<file path="src/hdl/assert_macros.svh">
// assertion macros shared by the parser modules
// each macro expects clk_i and rst_ni in the scope where it is used
`ifndef ASSERT_MACROS_SVH
`define ASSERT_MACROS_SVH

// property checked at every clock edge outside reset
`define QSLP_ASSERT(lbl, prop, msg) \
  lbl: assert property (@(posedge clk_i) disable iff (!rst_ni) (prop)) else $error(msg);

// implication from a condition to a property in the same cycle
`define QSLP_ASSERT_IMP(lbl, cond, prop, msg) \
  lbl: assert property (@(posedge clk_i) disable iff (!rst_ni) (cond) |-> (prop)) \
    else $error(msg);

// implication from a condition to a property in the next cycle
`define QSLP_ASSERT_NXT(lbl, cond, prop, msg) \
  lbl: assert property (@(posedge clk_i) disable iff (!rst_ni) (cond) |=> (prop)) \
    else $error(msg);

`endif

</file>
<file path="src/hdl/qslp_pkg.sv">
// shared types, codes and helpers for the quoted string list parser
// no dependencies
`default_nettype none

package qslp_pkg;

  localparam int unsigned QueueDepth = 4;

  typedef enum logic [2:0] {
    MODE_OPEN   = 3'd0,
    MODE_LIST   = 3'd1,
    MODE_STRING = 3'd2,
    MODE_CLOSED = 3'd3,
    MODE_REJECT = 3'd4
  } mode_e;

  typedef enum logic [1:0] {
    KIND_BYTE    = 2'd0,
    KIND_END     = 2'd1,
    KIND_VERDICT = 2'd2
  } kind_e;

  localparam logic [7:0] ChOpen   = 8'h5B;  // '['
  localparam logic [7:0] ChClose  = 8'h5D;  // ']'
  localparam logic [7:0] ChComma  = 8'h2C;  // ','
  localparam logic [7:0] ChEscape = 8'h5C;  // backslash
  localparam logic [7:0] ChSingle = 8'h27;  // single quote
  localparam logic [7:0] ChDouble = 8'h22;  // double quote
  localparam logic [7:0] ChNul    = 8'h00;

  // one classified input byte: an optional content or string end result,
  // then an optional verdict
  typedef struct packed {
    logic       has_data;
    kind_e      data_kind;
    logic [7:0] data_value;
    logic       has_verdict;
    logic       verdict_acc;
  } event_t;

  // space, tab, line feed, vertical tab, form feed, carriage return
  function automatic logic is_blank(input logic [7:0] c);
    return (c == 8'h20) || ((c >= 8'h09) && (c <= 8'h0D));
  endfunction

endpackage

`default_nettype wire

</file>
<file path="src/hdl/qslp_front.sv">
// front end: accepts text bytes, tracks the parse mode, classifies each beat
// depends on qslp_pkg and assert_macros.svh
`default_nettype none

`include "assert_macros.svh"

module qslp_front import qslp_pkg::*; (
  input  wire logic       clk_i,
  input  wire logic       rst_ni,
  input  wire logic       push,
  input  wire logic [7:0] text_byte_i,
  input  wire logic       final_req_i,
  input  wire logic       q_full_i,
  output      logic       full,
  output      logic       ev_wr_o,
  output      event_t     ev_o
);

  mode_e mode_q, mode_d;
  logic  dq_q, dq_d;
  logic  esc_q, esc_d;
  logic  ended_q, ended_d;
  logic  acc;
  logic  live;
  logic  is_nul;
  logic  close_hit;

  assign full      = q_full_i;
  assign acc       = push && !full;
  assign live      = acc && !ended_q;
  assign is_nul    = (text_byte_i == ChNul);
  assign close_hit = (text_byte_i == (dq_q ? ChDouble : ChSingle));

  // next parse state
  always_comb begin
    mode_d  = mode_q;
    dq_d    = dq_q;
    esc_d   = esc_q;
    ended_d = ended_q;
    if (live) begin
      if (!is_nul) begin
        case (mode_q)
          MODE_OPEN: begin
            if (text_byte_i == ChOpen) mode_d = MODE_LIST;
            else if (!is_blank(text_byte_i)) mode_d = MODE_REJECT;
          end
          MODE_LIST: begin
            if (text_byte_i == ChClose) begin
              mode_d = MODE_CLOSED;
            end else if ((text_byte_i == ChSingle) || (text_byte_i == ChDouble)) begin
              mode_d = MODE_STRING;
              dq_d   = (text_byte_i == ChDouble);
              esc_d  = 1'b0;
            end else if ((text_byte_i != ChComma) && !is_blank(text_byte_i)) begin
              mode_d = MODE_REJECT;
            end
          end
          MODE_STRING: begin
            if (esc_q) esc_d = 1'b0;
            else if (text_byte_i == ChEscape) esc_d = 1'b1;
            else if (close_hit) mode_d = MODE_LIST;
          end
          MODE_CLOSED: begin
            if (!is_blank(text_byte_i)) mode_d = MODE_REJECT;
          end
          default: mode_d = MODE_REJECT;
        endcase
      end
      if (is_nul || final_req_i) ended_d = 1'b1;
    end
  end

  // classified event for the back end
  always_comb begin
    ev_o             = '0;
    ev_o.data_kind   = KIND_BYTE;
    ev_o.data_value  = text_byte_i;
    if (!is_nul && (mode_q == MODE_STRING)) begin
      if (esc_q) begin
        ev_o.has_data = 1'b1;
      end else if (close_hit) begin
        ev_o.has_data   = 1'b1;
        ev_o.data_kind  = KIND_END;
        ev_o.data_value = '0;
      end else if (text_byte_i != ChEscape) begin
        ev_o.has_data = 1'b1;
      end
    end
    ev_o.has_verdict = is_nul || final_req_i;
    ev_o.verdict_acc = (mode_d == MODE_CLOSED);
    ev_wr_o          = live && (ev_o.has_data || ev_o.has_verdict);
  end

  // state registers
  always_ff @(posedge clk_i or negedge rst_ni) begin
    if (!rst_ni) begin
      mode_q  <= MODE_OPEN;
      dq_q    <= 1'b0;
      esc_q   <= 1'b0;
      ended_q <= 1'b0;
    end else begin
      mode_q  <= mode_d;
      dq_q    <= dq_d;
      esc_q   <= esc_d;
      ended_q <= ended_d;
    end
  end

  `QSLP_ASSERT_NXT(a_ended_sticky, ended_q, ended_q, "text end flag dropped")
  `QSLP_ASSERT_IMP(a_no_event_after_end, ended_q, !ev_wr_o, "event after verdict")
  `QSLP_ASSERT_IMP(a_esc_only_in_string, esc_q, mode_q == MODE_STRING, "escape outside string")

endmodule

`default_nettype wire

</file>
<file path="src/hdl/qslp_evq.sv">
// short event queue between the front and back ends
// depends on qslp_pkg and assert_macros.svh
`default_nettype none

`include "assert_macros.svh"

module qslp_evq import qslp_pkg::*; #(
  parameter int unsigned Depth = QueueDepth
) (
  input  wire logic   clk_i,
  input  wire logic   rst_ni,
  input  wire logic   wr_i,
  input  wire event_t wr_data_i,
  output      logic   full_o,
  input  wire logic   rd_i,
  output      logic   valid_o,
  output      event_t rd_data_o
);

  localparam int unsigned PtrW = (Depth > 1) ? $clog2(Depth) : 1;
  localparam int unsigned CntW = $clog2(Depth + 1);
  localparam logic [CntW-1:0] CntFull = CntW'(Depth);
  localparam logic [PtrW-1:0] PtrLast = PtrW'(Depth - 1);

  event_t          slot_q [Depth];
  logic [PtrW-1:0] wp_q, rp_q;
  logic [CntW-1:0] cnt_q;
  logic            do_wr, do_rd;

  assign full_o    = (cnt_q == CntFull);
  assign valid_o   = (cnt_q != '0);
  assign rd_data_o = slot_q[rp_q];
  assign do_wr     = wr_i && !full_o;
  assign do_rd     = rd_i && valid_o;

  // entry storage
  always_ff @(posedge clk_i) begin
    if (do_wr) slot_q[wp_q] <= wr_data_i;
  end

  // pointers and fill count
  always_ff @(posedge clk_i or negedge rst_ni) begin
    if (!rst_ni) begin
      wp_q  <= '0;
      rp_q  <= '0;
      cnt_q <= '0;
    end else begin
      if (do_wr) wp_q <= (wp_q == PtrLast) ? '0 : wp_q + 1'b1;
      if (do_rd) rp_q <= (rp_q == PtrLast) ? '0 : rp_q + 1'b1;
      if (do_wr && !do_rd) cnt_q <= cnt_q + 1'b1;
      else if (do_rd && !do_wr) cnt_q <= cnt_q - 1'b1;
    end
  end

  `QSLP_ASSERT(a_cnt_bound, cnt_q <= CntFull, "queue count above depth")
  `QSLP_ASSERT_IMP(a_no_wr_full, full_o, !wr_i, "write into full queue")

endmodule

`default_nettype wire

</file>
<file path="src/hdl/qslp_back.sv">
// back end: expands each queued event into one or two result beats
// depends on qslp_pkg and assert_macros.svh
`default_nettype none

`include "assert_macros.svh"

module qslp_back import qslp_pkg::*; (
  input  wire logic       clk_i,
  input  wire logic       rst_ni,
  input  wire logic       q_valid_i,
  input  wire event_t     q_data_i,
  output      logic       q_rd_o,
  output      logic       empty,
  input  wire logic       pop,
  output      logic [1:0] kind_o,
  output      logic [7:0] value_o,
  output      logic       accepted_o,
  output      logic       last_of_run_o
);

  logic   cur_valid_q;
  event_t cur_q;
  logic   take;
  logic   popped;
  logic   last_beat;

  assign empty     = !cur_valid_q;
  assign popped    = pop && cur_valid_q;
  assign last_beat = !cur_q.has_data || !cur_q.has_verdict;
  assign take      = q_valid_i && (!cur_valid_q || (popped && last_beat));
  assign q_rd_o    = take;

  // result fields from the held event: data beat first, verdict after it
  always_comb begin
    if (cur_q.has_data) begin
      kind_o        = cur_q.data_kind;
      value_o       = cur_q.data_value;
      accepted_o    = 1'b0;
      last_of_run_o = !cur_q.has_verdict;
    end else begin
      kind_o        = KIND_VERDICT;
      value_o       = '0;
      accepted_o    = cur_q.verdict_acc;
      last_of_run_o = 1'b1;
    end
  end

  // held event
  always_ff @(posedge clk_i or negedge rst_ni) begin
    if (!rst_ni) begin
      cur_valid_q <= 1'b0;
      cur_q       <= '0;
    end else if (take) begin
      cur_valid_q <= 1'b1;
      cur_q       <= q_data_i;
    end else if (popped) begin
      if (last_beat) cur_valid_q <= 1'b0;
      else cur_q.has_data <= 1'b0;
    end
  end

  `QSLP_ASSERT_IMP(a_held_nonempty, cur_valid_q, cur_q.has_data || cur_q.has_verdict,
    "held event carries no beat")
  `QSLP_ASSERT_IMP(a_take_ready, take, !cur_valid_q || popped, "event loaded over live one")

endmodule

`default_nettype wire

</file>
<file path="src/hdl/quoted_string_list_parser.sv">
// top level of the quoted string list parser
// depends on qslp_pkg, qslp_front, qslp_evq, qslp_back
//
// Usage:
//  Input side is a queue push port: a text byte (text_byte_i, final_req_i)
//  is taken on a clock edge with push high and full low. One byte per cycle
//  is accepted while the event queue has room.
//  Result side is a queue pop port: while empty is low the oldest result is
//  on kind_o / value_o / accepted_o / last_of_run_o and leaves on an edge
//  with pop high. Content bytes and string ends give one beat, the final or
//  zero byte adds a verdict beat, so a byte yields zero, one or two beats.
//  A result passes through the event queue and then the output register.
//  Throughput: one byte per cycle in while full is low, one beat per cycle
//  out while pop is high; the output register plus the QDepth-entry event
//  queue absorb receiver stalls, and full rises once the queue is full.
//  After a verdict every further byte is taken and dropped until reset.
//  Reset: asynchronous, active low; clears the parse state and the queue,
//  the block is ready in the first cycle after reset.
`default_nettype none

module quoted_string_list_parser import qslp_pkg::*; #(
  parameter int unsigned QDepth = QueueDepth
) (
  input  wire logic       clk_i,
  input  wire logic       rst_ni,
  input  wire logic       push,
  output      logic       full,
  input  wire logic [7:0] text_byte_i,
  input  wire logic       final_req_i,
  output      logic       empty,
  input  wire logic       pop,
  output      logic [1:0] kind_o,
  output      logic [7:0] value_o,
  output      logic       accepted_o,
  output      logic       last_of_run_o
);

  event_t ev_wr_data, ev_rd_data;
  logic   ev_wr, q_full, q_valid, q_rd;

  // byte classification and parse state
  qslp_front u_front (
    .clk_i       (clk_i),
    .rst_ni      (rst_ni),
    .push        (push),
    .text_byte_i (text_byte_i),
    .final_req_i (final_req_i),
    .q_full_i    (q_full),
    .full        (full),
    .ev_wr_o     (ev_wr),
    .ev_o        (ev_wr_data)
  );

  // decoupling queue
  qslp_evq #(
    .Depth (QDepth)
  ) u_evq (
    .clk_i     (clk_i),
    .rst_ni    (rst_ni),
    .wr_i      (ev_wr),
    .wr_data_i (ev_wr_data),
    .full_o    (q_full),
    .rd_i      (q_rd),
    .valid_o   (q_valid),
    .rd_data_o (ev_rd_data)
  );

  // result beat generation
  qslp_back u_back (
    .clk_i         (clk_i),
    .rst_ni        (rst_ni),
    .q_valid_i     (q_valid),
    .q_data_i      (ev_rd_data),
    .q_rd_o        (q_rd),
    .empty         (empty),
    .pop           (pop),
    .kind_o        (kind_o),
    .value_o       (value_o),
    .accepted_o    (accepted_o),
    .last_of_run_o (last_of_run_o)
  );

endmodule

`default_nettype wire

</file>
<file path="config.mk">
export PLATFORM = sky130hd
export DESIGN_NAME = quoted_string_list_parser
export DESIGN_NICKNAME = d
export VERILOG_FILES = /design/src/hdl/qslp_pkg.sv /design/src/hdl/qslp_front.sv /design/src/hdl/qslp_evq.sv /design/src/hdl/qslp_back.sv /design/src/hdl/quoted_string_list_parser.sv
export VERILOG_INCLUDE_DIRS = /design/src /design/src/hdl
export SDC_FILE = /design/constraint.sdc
export NUM_CORES = 1
export LEC_CHECK = 0
export CAP_MARGIN = 20
export CORE_UTILIZATION = 40
export DETAILED_ROUTE_END_ITERATION = 16
export DONT_BUFFER_PORTS = 1
export PLACE_DENSITY = 0.66
export SLEW_MARGIN = 20
export SYNTH_ARGS = -nofsm -noshare
export SYNTH_HDL_FRONTEND = slang
export SYNTH_SLANG_ARGS = --single-unit
</file>
<file path="constraint.sdc">
create_clock -name clk_i -period 5.8 [get_ports clk_i]
set_input_delay 1.16 -clock clk_i [delete_from_list [all_inputs] [get_ports clk_i]]
set_output_delay 1.16 -clock clk_i [all_outputs]
set_load 0.005 [all_outputs]
</file>
==> metrics.log <==
INFO  metric clkLatencyLatePin = roughly 0.34 ns
INFO  metric ys_warn_count = 0
INFO  metric max-cap-violations = 0
INFO  metric synth.largest_area_cell = sky130_fd_sc_hd__edfxtp_1
INFO  metric p_clk_share = 25.9%
INFO  metric synth_compound_area_share = roughly 7.3%
INFO  metric syn-num-nets = 276
INFO  metric final_worst_path_period_share = approximately 55%
INFO  metric asyncSetResetFlopFracSynth = about a third
INFO  metric clk_pin_slew = about 0.080 ns
INFO  metric syn-mean-instance-area = between 10 and 15 sq um
INFO  metric run_status = completed
INFO  metric synth-simple-area-share = a little over an eighth
INFO  metric yosysUniqueCellTypes = 56
INFO  metric min_period = around 3.2 ns
INFO  metric cts-htree-levels = 3
INFO  metric netlist.area_leader.share = between 40 and 50%
INFO  metric worstSetupStartpointType = input port
INFO  metric die_area = slightly above 9000 sq um
INFO  metric critical_path.max_fanout = 8
INFO  metric cells_along_the_critical_path = nor3_1 -> a31oi_1 -> a21oi_1 -> ha_1 -> inv_1 -> fa_1 -> xor2_1 -> nor2_1 -> xor2_1
INFO  metric hold_path.class = register to register
INFO  metric drive_above_1_share = 19.22%
INFO  metric timing_max_transition_violations_final = 0
INFO  metric cts_hold_repair.buffers = 0
INFO  metric post_synth_xor_area_fraction = roughly 1.2%
INFO  metric cts_resized = 0
INFO  metric grt_first_pass_wirelength = 10.52 mm
INFO  metric grt_pass1_vias = 1951
INFO  metric cts_inserted_buffers = 9
INFO  metric report.final.hold_viol_count = 0
INFO  metric clock-root-buffer = sky130_fd_sc_hd__clkbuf_8
INFO  metric grt_usage = 15.86%
INFO  metric power_frac_seq = roughly 50%
INFO  metric grt_start_max_net_pins = 27
INFO  metric post-cts-setup-buffers = 0
INFO  metric layout.filler_cells = between 700 and 800
INFO  metric syn_inst = between 200 and 300
INFO  metric finalCoreUtilization = 45.26%
INFO  metric number_of_enable_flip_flop_cells_after_synthesis = 48
INFO  metric sequential_element_share_of_the_synthesized_area = about three fifths
INFO  metric vdd_drop_max = roughly 0.00014 V
INFO  metric hp-start = u_evq.cnt_q[2]$_DFFE_PN0P_
INFO  metric crit_required = between 6 and 7 ns
INFO  metric drt-total-wl = 6.424 mm
INFO  metric timing.critical_path.arrival = 3.45 ns
INFO  metric hold_path_end = u_evq.cnt_q[2]$_DFFE_PN0P_
INFO  metric power_switching = 438.1 uW
INFO  metric nets = 270
INFO  metric detail_route.vias_per_cell = about 5.7
INFO  metric critical_path_buf_inv_count = 1
INFO  metric synth.top_cells.by_count = sky130_fd_sc_hd__edfxtp_1 (48), sky130_fd_sc_hd__dfrtp_1 (26), sky130_fd_sc_hd__mux2_2 (16), sky130_fd_sc_hd__and2_1 (15), sky130_fd_sc_hd__clkbuf_1 (14)
INFO  metric detail_route.wl_per_cell = around 18 um
INFO  metric portBuffers = 0
INFO  metric synth_top_family_by_area = simple AND/OR/NAND/NOR gates
INFO  metric power.leakage = ~0.0014 uW
INFO  metric critical_path_class = input port to register
INFO  metric finalWeightedCongestion = between 0.8 and 0.9
INFO  metric ys_dominant_reg_cell = sky130_fd_sc_hd__edfxtp_1
INFO  metric r2r-start = u_front.mode_q[0]$_DFF_PN0_
INFO  metric end_kind = register
INFO  metric ant_nets = 0
INFO  metric fp-row-count = 33
INFO  metric synth_area = 3513 sq um
INFO  metric antenna_cells_inserted = 0
INFO  metric detailedRoute.firstPassIterationCount = 4
INFO  metric setup_tns = 0 ns
INFO  metric design.core.area = about 8300 sq um
INFO  metric max-clock-path-buffers = 2
INFO  metric muxShareOfSynthArea = 12.82%
INFO  metric vias = 2035
INFO  metric critical-path-slowest-cell = sky130_fd_sc_hd__nor3_1
INFO  metric remaining_max_slew_budget_at_the_tightest_pin = around 44%
INFO  metric crit_path_max_incr_delay = 0.47 ns
INFO  metric setup-violations-final = 0
INFO  metric antenna_violations_before_repair = 0
INFO  metric post-route-drc-count = 0
INFO  metric yosys.area_share.adder = approximately 2.7%
INFO  metric post-synth-top-count-cell = sky130_fd_sc_hd__edfxtp_1
INFO  metric ys_ff_latch = 74
INFO  metric whs = a little under 0.5 ns
INFO  metric achievable-frequency = 313.3 MHz
INFO  metric worst_clock_skew = around 0.0099 ns
INFO  metric worst-slew-pin-transition = between 0.8 and 0.9 ns
INFO  metric cellPowerDensity = 394.1 nW/um^2
INFO  metric critical-path-top-delay-family = compound AO/OA/AOI/OAI gates
INFO  metric globalRouteOverflowTotal = 0
INFO  metric detail_route.iter0.violations = 120
INFO  metric worst-r2r-setup-slack = between 3 and 4 ns
INFO  metric die_width = approximately 96 um
INFO  metric ff2ff_path_depth = 10
INFO  metric capture_instance_of_the_worst_register_to_register_path = u_evq.cnt_q[2]$_DFFE_PN0P_
INFO  metric power.combinational.fraction = 24.4%
INFO  metric cell_internal_pwr = ~1000 uW
INFO  metric ioPinCount = 27
INFO  metric cp_common_cell = sky130_fd_sc_hd__xor2_1
INFO  metric worst_setup_path_startpoint = text_byte_i[7]
INFO  metric die_height = 95.72 um
INFO  metric flow.area_growth_from_synthesis = 7.443%
INFO  metric switching_power_share_of_the_total = around 29%
INFO  metric clock_sinks = 74
INFO  metric worstHoldPathCells = 1
INFO  metric grt_setup_unrepaired = false
INFO  metric hpwl = roughly 4.5 mm
INFO  metric start_util = 42.12%
INFO  metric yosys-top-cells-area = sky130_fd_sc_hd__edfxtp_1 (41%), sky130_fd_sc_hd__dfrtp_1 (19%), sky130_fd_sc_hd__mux4_2 (7.7%), sky130_fd_sc_hd__mux2_2 (5.1%), sky130_fd_sc_hd__and2_1 (2.7%)
INFO  metric cts_tree = built
[per-layer routing]
| layer | up-vias | part of all wire (%) | wire, um | track usage [%] |
|---|---|---|---|---|
| met4 | 0 | 1.4 | 92 | 6.716 |
| met1 | 1008 | 42 | 2697 | 19.46 |
| met2 | 71 | 51 | 3304 | 26.73 |
| met3 | 7 | 5.1 | 329 | 3.870 |
| li1 | 949 | - | - | - |
| met5 | - | 0 | 0 | 0 |
[metrics by stage]
step | instances | worst slack (ns) | power, uW | instance area (sq um)
6_report | 360 | 2.609 | 1488 | 3775
5_1_grt | 360 | 2.317 | 1582 | 3775
4_1_cts | 360 | 2.631 | 1507 | 3775
3_5_place_dp | 344 | 2.288 | 1124 | 3581
3_3_place_gp | 344 | 2.353 | 1111 | 3581
2_1_floorplan | 256 | 2.466 | 1043 | 3513
[power by group through the flow]
stage	sequential (uW)	combinational [uW]	clock (uW)
final	740	363	385
after global routing	758	407	417
after CTS	745	368	393
after detailed placement	757	366	0
after global placement	751	360	0
after floorplan	682	360	0
[final cells by class]
class / count / area [sq um] / area share [%]
clock inverter: 7 / 70.07 / 1.856
sequential: 74 / 2092 / 55.42
tap: 105 / 131.4 / 3.480
inverter: 12 / 45.04 / 1.193
timing repair buffer: 1 / 7.507 / 0.1989
multi-input combinational: 152 / 1305 / 34.57
clock buffer: 9 / 123.9 / 3.281
[cells in the final DEF (no fill, tap or decap), types with 5 or more instances in the layout]
cell type	Yosys	final
sky130_fd_sc_hd__edfxtp_1	48	48
sky130_fd_sc_hd__dfrtp_1	26	26
sky130_fd_sc_hd__mux2_2	16	16
sky130_fd_sc_hd__and2_1	15	15
sky130_fd_sc_hd__inv_1	12	12
sky130_fd_sc_hd__nand2_1	12	12
sky130_fd_sc_hd__mux4_2	12	12
sky130_fd_sc_hd__nor2_1	11	11
sky130_fd_sc_hd__clkbuf_8	0	9
sky130_fd_sc_hd__ha_1	6	6
sky130_fd_sc_hd__nor3_1	5	5
sky130_fd_sc_hd__a21oi_1	5	5
sky130_fd_sc_hd__nand2b_1	5	5
[how the worst max path moves through the flow]
stage	slack, ns	cells after the start	to
floorplan	2.47	12	u_evq.cnt_q[2]$_DFFE_PN0P_
global placement	2.35	9	u_evq.cnt_q[2]$_DFFE_PN0P_
detailed placement	2.29	9	u_evq.cnt_q[2]$_DFFE_PN0P_
CTS	2.63	9	u_evq.cnt_q[2]$_DFFE_PN0P_
global route	2.32	9	u_evq.cnt_q[2]$_DFFE_PN0P_
finish	2.61	9	u_evq.cnt_q[2]$_DFFE_PN0P_
[worst register-to-register path, cell delays in order, from the launching register on]
cell and delay (ns):
sky130_fd_sc_hd__dfrtp_1 0.49, sky130_fd_sc_hd__nand2b_1 0.21, sky130_fd_sc_hd__nor2_1 0.30, sky130_fd_sc_hd__nand2_1 0.09, sky130_fd_sc_hd__a21oi_1 0.42, sky130_fd_sc_hd__ha_1 0.28, sky130_fd_sc_hd__inv_1 0.06, sky130_fd_sc_hd__fa_1 0.37
sky130_fd_sc_hd__xor2_1 0.15, sky130_fd_sc_hd__nor2_1 0.11, sky130_fd_sc_hd__xor2_1 0.15
[state kept, by name (all words and copies together) (netlist names)]
name	flops
u_back.cur_q	12
u_back.cur_valid_q	1
u_evq.cnt_q	3
u_evq.rp_q	2
u_evq.slot_q	48
u_evq.wp_q	2
u_front.dq_q	1
u_front.ended_q	1
u_front.esc_q	1
u_front.mode_q	3
[cell families after synthesis]
logic type,count (synthesis)
and+or+nand+nor,78
buffers and inverters,30
muxes,28
AOI/OAI and AO/OA,34
adders and majority gates,7
xor gates and xnor gates,5
DFF,74
Power figures use the tool's default switching activity.
